<file path="config.mk">
export PLATFORM = sky130hd
export DESIGN_NAME = double_byte_text_glyph_decoder
export DESIGN_NICKNAME = d
export VERILOG_FILES = /design/src/rtl/dbtgd_pkg.sv /design/src/rtl/double_byte_text_glyph_decoder.sv
export SDC_FILE = /design/constraint.sdc
export NUM_CORES = 1
export LEC_CHECK = 0
export BUFFER_PORTS_ARGS = -buffer_cell sky130_fd_sc_hd__buf_2
export CORE_UTILIZATION = 60
export DETAILED_ROUTE_END_ITERATION = 16
export MAX_ROUTING_LAYER = met4
export PLACE_DENSITY = 0.79
export SETUP_SLACK_MARGIN = 0.05
export SKIP_LAST_GASP = 1
export SLEW_MARGIN = 40
export SYNTH_ARGS = -nofsm -noshare
export SYNTH_HDL_FRONTEND = slang
export SYNTH_SLANG_ARGS = --single-unit
</file>
<file path="constraint.sdc">
create_clock -name clk_i -period 8.38 [get_ports clk_i]
set_input_delay 0.838 -clock clk_i [delete_from_list [all_inputs] [get_ports clk_i]]
set_output_delay 0.838 -clock clk_i [all_outputs]
set_load 0.1 [all_outputs]
</file>
<file path="src/rtl/dbtgd_pkg.sv">
package dbtgd_pkg;

  localparam int unsigned CodeW    = 8;
  localparam int unsigned PenW     = 15;
  localparam int unsigned NumW     = 15;
  localparam int unsigned DrawW    = 16;
  localparam int unsigned ScaleW   = 4;
  localparam int unsigned CfgIdxW  = 8;
  localparam int unsigned CfgDataW = 4;
  localparam int unsigned InDataW  = 24;
  localparam int unsigned OutDataW = 32;

  localparam logic [PenW-1:0] PenMax = 15'h7fff;

  localparam logic [CodeW-1:0] SjisLoA   = 8'h81;
  localparam logic [CodeW-1:0] SjisHiA   = 8'h9f;
  localparam logic [CodeW-1:0] SjisLoB   = 8'he0;
  localparam logic [CodeW-1:0] SjisHiB   = 8'hfc;
  localparam logic [CodeW-1:0] EucLeadLo = 8'h81;
  localparam logic [CodeW-1:0] EucLeadHi = 8'hfe;
  localparam logic [CodeW-1:0] TrailLoA  = 8'h40;
  localparam logic [CodeW-1:0] TrailHiA  = 8'h7e;
  localparam logic [CodeW-1:0] TrailLoB  = 8'h80;
  localparam logic [CodeW-1:0] TrailHiB  = 8'h9e;

  typedef enum logic [1:0] {
    LangAscii = 2'd0,
    LangSjis  = 2'd1,
    LangEuc   = 2'd2,
    LangOff   = 2'd3
  } lang_mode_e;

  typedef enum logic [1:0] {
    GlyphNone = 2'd0,
    GlyphAscii = 2'd1,
    GlyphHalf = 2'd2,
    GlyphFull = 2'd3
  } glyph_kind_e;

  localparam logic [CfgIdxW-1:0] CfgLangMode = 8'd0;
  localparam logic [CfgIdxW-1:0] CfgScale    = 8'd1;

  typedef struct packed {
    logic [PenW-1:0]  start_x;
    logic             new_string;
    logic [CodeW-1:0] code_byte;
  } in_item_t;

  typedef struct packed {
    logic signed [DrawW-1:0] draw_x;
    logic signed [NumW-1:0]  glyph_number;
    glyph_kind_e             glyph_kind;
  } out_item_t;

endpackage

</file>
<file path="src/rtl/double_byte_text_glyph_decoder.sv">
// Channel  | Signals                                      | Content
// s_axis   | s_axis_tvalid/tready/tdata/tuser             | text byte transaction in
// m_axis   | m_axis_tvalid/tready/tdata/tuser             | glyph request transaction out
// cfg      | cfg_valid_i/cfg_ready_o/cfg_index_i/cfg_data_i | register write
//
// Two register stages: input register, then decode into the result register.
// One byte per cycle unless m_axis stalls; the result register drives m_axis_tvalid.
// The decode cone (row*94 multiply by constant, pen add and saturate) sets timing.
// Reset clears valids, held lead byte, pen, mode (ASCII) and scale (1).
// A stall on m_axis holds the result; the input register still fills once.
module double_byte_text_glyph_decoder (
  input  logic                          clk_i,
  input  logic                          rst_ni,
  input  logic                          s_axis_tvalid,
  output logic                          s_axis_tready,
  // [7:0] code_byte, [22:8] start_x, [23] zero
  input  logic [dbtgd_pkg::InDataW-1:0] s_axis_tdata,
  // [0] new_string
  input  logic                          s_axis_tuser,
  output logic                          m_axis_tvalid,
  input  logic                          m_axis_tready,
  // [14:0] glyph_number, [30:15] draw_x, [31] zero
  output logic [dbtgd_pkg::OutDataW-1:0] m_axis_tdata,
  // [1:0] glyph_kind
  output logic [1:0]                    m_axis_tuser,
  input  logic                          cfg_valid_i,
  output logic                          cfg_ready_o,
  input  logic [dbtgd_pkg::CfgIdxW-1:0] cfg_index_i,
  input  logic [dbtgd_pkg::CfgDataW-1:0] cfg_data_i
);
  import dbtgd_pkg::*;

  lang_mode_e          mode_q;
  logic [ScaleW-1:0]   scale_q;
  logic [CodeW-1:0]    lead_q, lead_d;
  logic [PenW-1:0]     pen_q, pen_d;
  logic                in_valid_q, out_valid_q;
  in_item_t            in_q;
  out_item_t           out_q, out_d;
  logic                out_ready, in_ready;

  assign cfg_ready_o   = 1'b1;
  assign out_ready     = !out_valid_q || m_axis_tready;
  assign in_ready      = !in_valid_q || out_ready;
  assign s_axis_tready = in_ready;
  assign m_axis_tvalid = out_valid_q;
  assign m_axis_tdata  = {1'b0, out_q.draw_x, out_q.glyph_number};
  assign m_axis_tuser  = out_q.glyph_kind;

  always_ff @(posedge clk_i or negedge rst_ni) begin
    if (!rst_ni) begin
      mode_q  <= LangAscii;
      scale_q <= ScaleW'(1);
    end else if (cfg_valid_i) begin
      if (cfg_index_i == CfgLangMode) mode_q <= lang_mode_e'(cfg_data_i[1:0]);
      else if (cfg_index_i == CfgScale) scale_q <= cfg_data_i;
    end
  end

  always_ff @(posedge clk_i or negedge rst_ni) begin
    if (!rst_ni) begin
      in_valid_q <= 1'b0;
    end else if (in_ready) begin
      in_valid_q <= s_axis_tvalid;
    end
  end

  always_ff @(posedge clk_i) begin
    if (in_ready && s_axis_tvalid) begin
      in_q.code_byte  <= s_axis_tdata[CodeW-1:0];
      in_q.start_x    <= s_axis_tdata[CodeW+PenW-1:CodeW];
      in_q.new_string <= s_axis_tuser;
    end
  end

  logic [PenW-1:0]        pen_cur;
  logic [PenW:0]          pen_sum;
  logic [CodeW-1:0]       b;
  logic                   is_lead;
  logic signed [15:0]     lead_s, byte_s, k, t, idx;

  always_comb begin
    b        = in_q.code_byte;
    pen_cur  = in_q.new_string ? in_q.start_x : pen_q;
    pen_sum  = {1'b0, pen_cur} + (PenW+1)'({scale_q, 3'b000});
    lead_s   = signed'({8'd0, lead_q});
    byte_s   = signed'({8'd0, b});
    k        = '0;
    t        = '0;
    if (mode_q == LangSjis) begin
      if (lead_q >= SjisLoA && lead_q <= SjisHiA) k = (lead_s - 16'sh81) <<< 1;
      else k = ((lead_s - 16'she0) <<< 1) + 16'sd62;
      if (b >= TrailLoA && b <= TrailHiA) begin
        t = byte_s - 16'sh40;
      end else if (b >= TrailLoB && b <= TrailHiB) begin
        t = byte_s - 16'sh80 + 16'sd63;
      end else begin
        t = byte_s - 16'sh9f;
        k = k + 16'sd1;
      end
    end else begin
      k = lead_s - 16'sha1;
      t = byte_s - 16'sha1;
    end
    idx = 16'(k * 16'sd94) + t;

    if (mode_q == LangSjis)
      is_lead = (b >= SjisLoA && b <= SjisHiA) || (b >= SjisLoB && b <= SjisHiB);
    else
      is_lead = (b >= EucLeadLo && b <= EucLeadHi);

    lead_d             = lead_q;
    out_d.glyph_kind   = GlyphNone;
    out_d.glyph_number = '0;
    out_d.draw_x       = '0;
    case (mode_q)
      LangAscii: begin
        out_d.glyph_kind   = GlyphAscii;
        out_d.glyph_number = signed'(NumW'(b));
        out_d.draw_x       = signed'({1'b0, pen_cur});
      end
      LangSjis, LangEuc: begin
        if (lead_q == '0) begin
          if (is_lead) begin
            lead_d = b;
          end else begin
            out_d.glyph_kind   = GlyphHalf;
            out_d.glyph_number = signed'(NumW'(b));
            out_d.draw_x       = signed'({1'b0, pen_cur});
          end
        end else begin
          lead_d             = '0;
          out_d.glyph_kind   = GlyphFull;
          out_d.glyph_number = signed'(idx[NumW-1:0]);
          out_d.draw_x       = signed'({1'b0, pen_cur} - DrawW'(8));
        end
      end
      default: ;
    endcase

    if (mode_q == LangOff) pen_d = pen_cur;
    else if (pen_sum[PenW]) pen_d = PenMax;
    else pen_d = pen_sum[PenW-1:0];
  end

  always_ff @(posedge clk_i or negedge rst_ni) begin
    if (!rst_ni) begin
      out_valid_q <= 1'b0;
      lead_q      <= '0;
      pen_q       <= '0;
    end else if (out_ready) begin
      out_valid_q <= in_valid_q;
      if (in_valid_q) begin
        lead_q <= lead_d;
        pen_q  <= pen_d;
      end
    end
  end

  always_ff @(posedge clk_i) begin
    if (out_ready && in_valid_q) out_q <= out_d;
  end

endmodule
</file>
Yosys cells after proc, flatten, opt, wreduce, memory -nomap -nowiden

Cells that the tools add are included.

$mul: 1
Eq/ne operators: 5
Reductions and logical operators: 21
Add/subtract/negate cells: 13
Bitwise logic cells: 1
Mux-type cells: 17
Magnitude comparators: 11

Operators with widths:

| operator                | count |
|---|---|
| $mux W15                | 6 |
| $mux W16                | 5 |
| $pmux W33 S2            | 1 |
| $sub A8 B8 Y9 const B   | 6 |
| $le A8 B8 Y1 const B    | 5 |
| $mux W33                | 1 |
| $ge A8 B8 Y1 const B    | 4 |
| $mux W32                | 1 |
| $add A15 B7 Y16         | 1 |
| $add A16 B2 Y16 const B | 1 |
| $logic_not A8 Y1        | 2 |
| $mul A16 B7 Y14 const B | 1 |
| $mux W8                 | 2 |
| $sub A15 B4 Y16 const B | 1 |
| $add A15 B15 Y15        | 1 |
| $add A10 B7 Y11 const B | 1 |
| $add A9 B7 Y10 const B  | 1 |
| $sub A8 B7 Y9 const B   | 1 |
| $eq A8 B1 Y1 const B    | 1 |
| $ge A8 B7 Y1 const B    | 1 |
| $le A8 B7 Y1 const B    | 1 |
| $logic_and A1 B1 Y1     | 8 |
| $eq A2 B2 Y1 const B    | 2 |
| $reduce_and A2 Y1       | 2 |
| other kinds (10)        | 13 |

Input bits: 42
Register bits after elaboration: 88
Logic and storage cells: 81
Output and inout port bits: 37

Logic depth before layout (Yosys ltp)

Gate-level depths: netlist of the first run.

Word-level depth: 12
Gate-level depth with buffers: 31
Mapped depth without buffers: 31

Least setup slack after synthesis of the first run

No wires, ideal clock.

Path type: reg-to-reg
Start point: register mode_q[1]
End point: register out_q, in the netlist m_axis_tdata[14], data pin
Library setup time: 0.258 ns
Required time: 8.122 ns
Arrival: 5.755 ns
Clock period less this slack: 6.012 ns
Cell stages (with the launch flop): 30
Path slack: 2.368 ns
Path through: dfrtp_1 > inv_1 > ha_1 > clkbuf_1 > buf_1 > o21a_1 > inv_1 > fa_1 > inv_1 > ha_1 > ha_1 > inv_1 > fa_1 > inv_1 > ha_1 > nand2_1 > a2bb2oi_1 > a21oi_1 > o21a_1 > nor2_1 > xnor2_1 > ha_1 > and2_1 > a221oi_1 > o21bai_1 > a31oi_1 > a21oi_1 > xnor2_1 > xnor3_1 > nor2_1

RTL lines:

| what                   | RTL line                              | source |
|---|---|---|
| from (decl)            | double_byte_text_glyph_decoder.sv:33  | `lang_mode_e mode_q;` |
| from (signal assigned) | double_byte_text_glyph_decoder.sv:52  | `mode_q <= LangAscii;` |
| from (signal assigned) | double_byte_text_glyph_decoder.sv:55  | `if (cfg_index_i == CfgLangMode) mode_q <= lang_mode_e'(cfg_data_i[1:0]);` |
| to (signal assigned)   | double_byte_text_glyph_decoder.sv:161 | `if (out_ready && in_valid_q) out_q <= out_d;` |
| to (decl)              | double_byte_text_glyph_decoder.sv:39  | `out_item_t out_q, out_d;` |

==> results of run 1 <==
synth_stat cells (all sizes together), types with 2 or more instances:
library cell	number
a211oi	2
a21boi	4
a21o	19
a21oi	44
a221oi	6
a31o	3
a31oi	11
a32o	3
a41oi	6
and2	4
and3	6
buf	14
clkbuf	13
conb	2
dfrtp	30
edfxtp	57
fa	27
ha	61
inv	70
mux2	5
mux2i	17
nand2	63
nand2b	9
nand3	22
nand3b	2
nor2	53
nor2b	10
nor3	14
nor4	5
nor4b	4
o211ai	2
o21a	8
o21ai	38
o21bai	3
o22a	5
o22ai	9
o31ai	5
or2	2
or3	3
or4	2
or4b	2
xnor2	29
xor2	15
layout make-up:
cell class	count	share of cell area
multi-input cells	538	0.535
flip-flops and latches	88	0.320
repair buffers	78	0.0516
inverters	71	0.0343
clock buffers	9	0.0290
well taps	143	0.0230
clock inverters	7	0.00693
per-stage QoR:
stage,instances,cell area (sq um)
final,934,7760
after detailed placement,918,7480
after floorplan,724,7040
after global routing,934,7760
after global placement,918,7480
after CTS,934,7760
metal layers:
| metal | up-vias | GRT usage | wire, microns | part of all wire |
|---|---|---|---|---|
| li1 | 2695 | - | - | - |
| met1 | 2744 | 0.395 | 7340 | 0.46 |
| met2 | 200 | 0.450 | 7540 | 0.47 |
| met3 | 23 | 0.0435 | 914 | 0.057 |
| met4 | 0 | 0.0733 | 255 | 0.016 |
| met5 | - | - | 0 | 0 |
registers in the layout (all words and copies together) (netlist names):
| name | count |
|---|---|
| b | 8 |
| in_q | 16 |
| in_valid_q | 1 |
| lead_q | 8 |
| m_axis_tdata | 31 |
| m_axis_tuser | 2 |
| m_axis_tvalid | 1 |
| mode_q | 2 |
| pen_q | 15 |
| scale_q | 4 |
cell families after synthesis:
logic type | after synthesis
buffers and inverters | 98
AOI/OAI and AO/OA | 177
other | 2
xor gates and xnor gates | 45
and+or+nand+nor | 204
adders and majority gates | 88
muxes | 22
DFF | 88
final timing paths:
check	end	slack, ns	cells after the start
max	m_axis_tdata[14]$_DFFE_PP_	1.32	26
max in group asynchronous	scale_q[0]$_DFFE_PN1P_	7.60	1
min in group clk_i	pen_q[6]$_DFFE_PN0P_	0.48	1
min	pen_q[0]$_DFFE_PN0P_	0.43	1
min reg2reg	pen_q[6]$_DFFE_PN0P_	0.48	1
max reg2reg	m_axis_tdata[14]$_DFFE_PP_	1.32	26
worst max-delay path: cells and delay by family, from the launching register on:
| kind | cells | cell delay (ns) |
|---|---|---|
| AOI/OAI and AO/OA | 11 | 2.36 |
| xor gates and xnor gates | 3 | 0.56 |
| DFF | 1 | 0.57 |
| adders and majority gates | 6 | 2.17 |
| and+or+nand+nor | 5 | 0.81 |
| buffers and inverters | 1 | 0.34 |
==> metrics.cfg, run 1 <==
[sta]
hold_slack_ns = 0.427
finalClockSkew_ns = 0.00632
hold_viol = 0
rsz0062_at_grt = no
setup_slack_ns = 1.32
tightest_slew_ns = 0.838
fin_crit_sh = 0.842
final-max-slew-violation-count = 0
fin_crit_ns = 7.06
tns_ns = 0
fmax_ghz = 0.142
maxSlewHeadroom = 0.439
setup_viol = 0

[run]
cap_viol_max_count = 0

[floorplan]
io_pins = 79
row_count = 39
coreArea_sq_um = 11400
die_x_microns = 110
dieArea_sq_um = 12200
fp.dieH_microns = 110
initial_core_util = 0.616

[final_layout]
register_area_sq_um = 2490
nFillCells = 895
drive_gt1_frac = 0.154
fin_util = 0.680
diodes = 0
final_common_cell = buf_2
fin_nets = 916
layout_common_cells = buf_2 (74), inv_1 (68), nand2_1 (63)
multi_input_area_sq_um = 4150
syn_to_final_growth_pct = 10.3

[synthesis]
ys_types = 75
async_reset_ff_frac = 0.352
synth_top_area_frac = 0.243
syn_nets = 854
synth_xor_area_frac = 0.0580
ys_warn_count = 0
synth_cells = 724
ys_ff_latch = 88
synth-simple-area-share = 0.143
synth_top_family_by_area = adder cells
yosysTopAreaCell = edfxtp_1
avgSynthCellArea_sq_um = 9.72
synthMuxAreaShare = 0.0322
syn_area_sq_um = 7040
ys_seq_area_frac = 0.354
ys.flop_type = edfxtp_1
synth_edf_count = 57
synth_compound_area_frac = 0.170
synthAdderAreaFrac = 0.185
synth.area.top_cells = edfxtp_1 (24%), ha_1 (11%), dfrtp_1 (11%), fa_1 (7.7%), inv_1 (3.6%)

[critical_path]
cp.required_ns = 8.45
slowest_stage = edfxtp_1
cp-startpoint = b[7]$_DFFE_PP_
worstPathMaxFanout = 12
critPathKind = reg2reg
cpPeakStageDelay_ns = 0.57
r2r_start = b[7]$_DFFE_PP_
worst_setup_path_end_kind = register
cp-start-kind = register
crit_top_cell = ha_1
critPathArrivalTime_ns = 7.13

[clock_network]
ctsLongestPathBuffers = 2
post-cts-setup-buffer-count = 0
worstSkewPairLatency_ns = 0.34
cts.sinks = 88
htree_levels = 3
tritoncts = built
ctsRootBufferMaster = clkbuf_16
cts_hold_buf = 0
cts_resized = 0
cts-buffers-inserted = 9
cts.reportedPaths.clkPinSlew_ns = 0.07

[placed_design]
hpwl_mm = 12.4
pre_cts_ws_ns = 1.44
portBuffers = 75
gp_congestion = 0.939

[detailed_routing]
dr.pass1.iters = 6
detail-route-antenna-nets = 0
drc = 0
avgViaCountPerCell = 6.06
wire_per_inst_microns = 17.2
drt_iter0_drc = 533
num_vias = 5662
routed_wl_mm = 16.1

[global_route]
track_usage = 0.288
antenna_found_initial = 0
gr-total-overflow = 0
grt_start_max_net_pins = 39
grt_pass1_vias = 5420
grt_pass1_wl_mm = 26.0

[status]
status = complete, no violations

[hold_path]
hold_class = in2async

Power of run 1 is left out: the tool's default activity adds up to more than one toggle a clock period on the data nets, which glitch-free logic cannot reach.
==> run 2, diff against run 1 <==
clock period = 6.8 ns   (was 8.38 ns; I/O delays follow)
==> metrics.cfg, run 2 (synthesis gave the netlist of run 1 again) <==
[sta]
fmax_ghz = 0.156
setup_slack_ns = 0.405
tns_ns = 0
fin_crit_ns = 6.40
final-max-slew-violation-count = 0
finalClockSkew_ns = 0.00598
fin_crit_sh = 0.941
setup_viol = 0
tightest_slew_ns = 0.750
hold_viol = 0
maxSlewHeadroom = 0.498

[detailed_routing]
drc = 0
drt_iter0_drc = 480
routed_wl_mm = 15.8
wire_per_inst_microns = 16.6
avgViaCountPerCell = 5.97
detail-route-antenna-nets = 0
num_vias = 5704
dr.pass1.iters = 5

[final_layout]
drive_gt1_frac = 0.191
fin_util = 0.702
nFillCells = 868
layout_common_cells = buf_2 (74), inv_1 (68), nand2_1 (62)
fin_nets = 938
syn_to_final_growth_pct = 13.9
final_common_cell = buf_2
largest_reg_flops = 31
diodes = 0

[floorplan]
initial_core_util = 0.616
io_pins = 79
dieArea_sq_um = 12200
coreArea_sq_um = 11400
row_count = 39
die_x_microns = 110
fp.dieH_microns = 110

[critical_path]
cp-start-kind = register
cp.required_ns = 6.87
critPathKind = reg2reg
worstPathMaxFanout = 8
crit_top_cell = ha_1
critPathArrivalTime_ns = 6.46
worst_setup_path_end_kind = register
slowest_stage = edfxtp_1
cpPeakStageDelay_ns = 0.51

[clock_network]
ctsLongestPathBuffers = 2
ctsRootBufferMaster = clkbuf_16
worstSkewPairLatency_ns = 0.34
cts.sinks = 88
htree_levels = 3
cts_hold_buf = 0
cts.reportedPaths.clkPinSlew_ns = 0.06
cts-buffers-inserted = 9
tritoncts = built

[status]
status = complete, no violations

[global_route]
grt_pass1_wl_mm = 26.0
grt_pass1_vias = 5566
track_usage = 0.284
antenna_found_initial = 0
grt_start_max_net_pins = 39
gr-total-overflow = 0

[run]
cap_viol_max_count = 0

[hold_path]
hold_class = in2async

[placed_design]
gp_congestion = 0.934
portBuffers = 75
pre_cts_ws_ns = 0.111
hpwl_mm = 12.4

## run 2: cell types whose count changed in the layout (fill, tap and decap cells not counted), sizes merged
cell / before / now
clkinvlp: 2 / 1
bufinv: 0 / 1
buf: 78 / 100
clkbuf: 9 / 11
clkinv: 3 / 1
## run 2: area by class of cell
cell class	instances	area [sq um]	area share
clock buffer	11	254	0.0317
clock inverter	5	61.3	0.00765
inverter	71	267	0.0332
multi-input combinational	538	4200	0.524
sequential	88	2490	0.311
tap	143	179	0.0223
timing repair buffer	100	566	0.0705
## run 2: timing repair
item | 4_1_cts | 5_1_grt
setup endpoints to repair | 0 | 4
resized for setup | 0 | 15
buffers inserted | 0 | 3
## run 2: layer usage
metal	up-vias	GRT usage	wire length (microns)
met5	-	-	0
met4	0	0.0874	345
met3	35	0.0382	926
met2	224	0.459	7410
met1	2706	0.373	7150
li1	2739	-	-
## run 2: final timing paths
kind	cells past startpoint	end	from	slack [ns]
min in group clk_i	1	pen_q[11]$_DFFE_PN0P_	pen_q[11]$_DFFE_PN0P_	0.48
worst max register to register	25	m_axis_tdata[14]$_DFFE_PP_	b[6]$_DFFE_PP_	0.40
max in group asynchronous	1	scale_q[0]$_DFFE_PN1P_	rst_ni	6.18
worst min register to register	1	pen_q[11]$_DFFE_PN0P_	pen_q[11]$_DFFE_PN0P_	0.48
worst max-delay path	25	m_axis_tdata[14]$_DFFE_PP_	b[6]$_DFFE_PP_	0.40
worst min-delay path	1	pen_q[1]$_DFFE_PN0P_	rst_ni	0.27
## run 2: critical path: cells and delay by family, from the launching register on
kind | cells | cell delay [ns]
buffers and inverters | 1 | 0.21
AOI/OAI and AO/OA | 9 | 1.73
DFF | 1 | 0.51
xor gates and xnor gates | 3 | 0.55
adders and majority gates | 6 | 2.19
and+or+nand+nor | 6 | 0.95
## run 2: stage by stage
step                instance area (sq um)  hold slack, ns  cells
floorplan                            7040           0.384    724
global placement                     7620           0.460    937
detailed placement                   7620           0.467    937
CTS                                  7940           0.424    953
global route                         8020           0.295    956
finish                               8020           0.268    956
Power of run 2 is left out for the same reason.
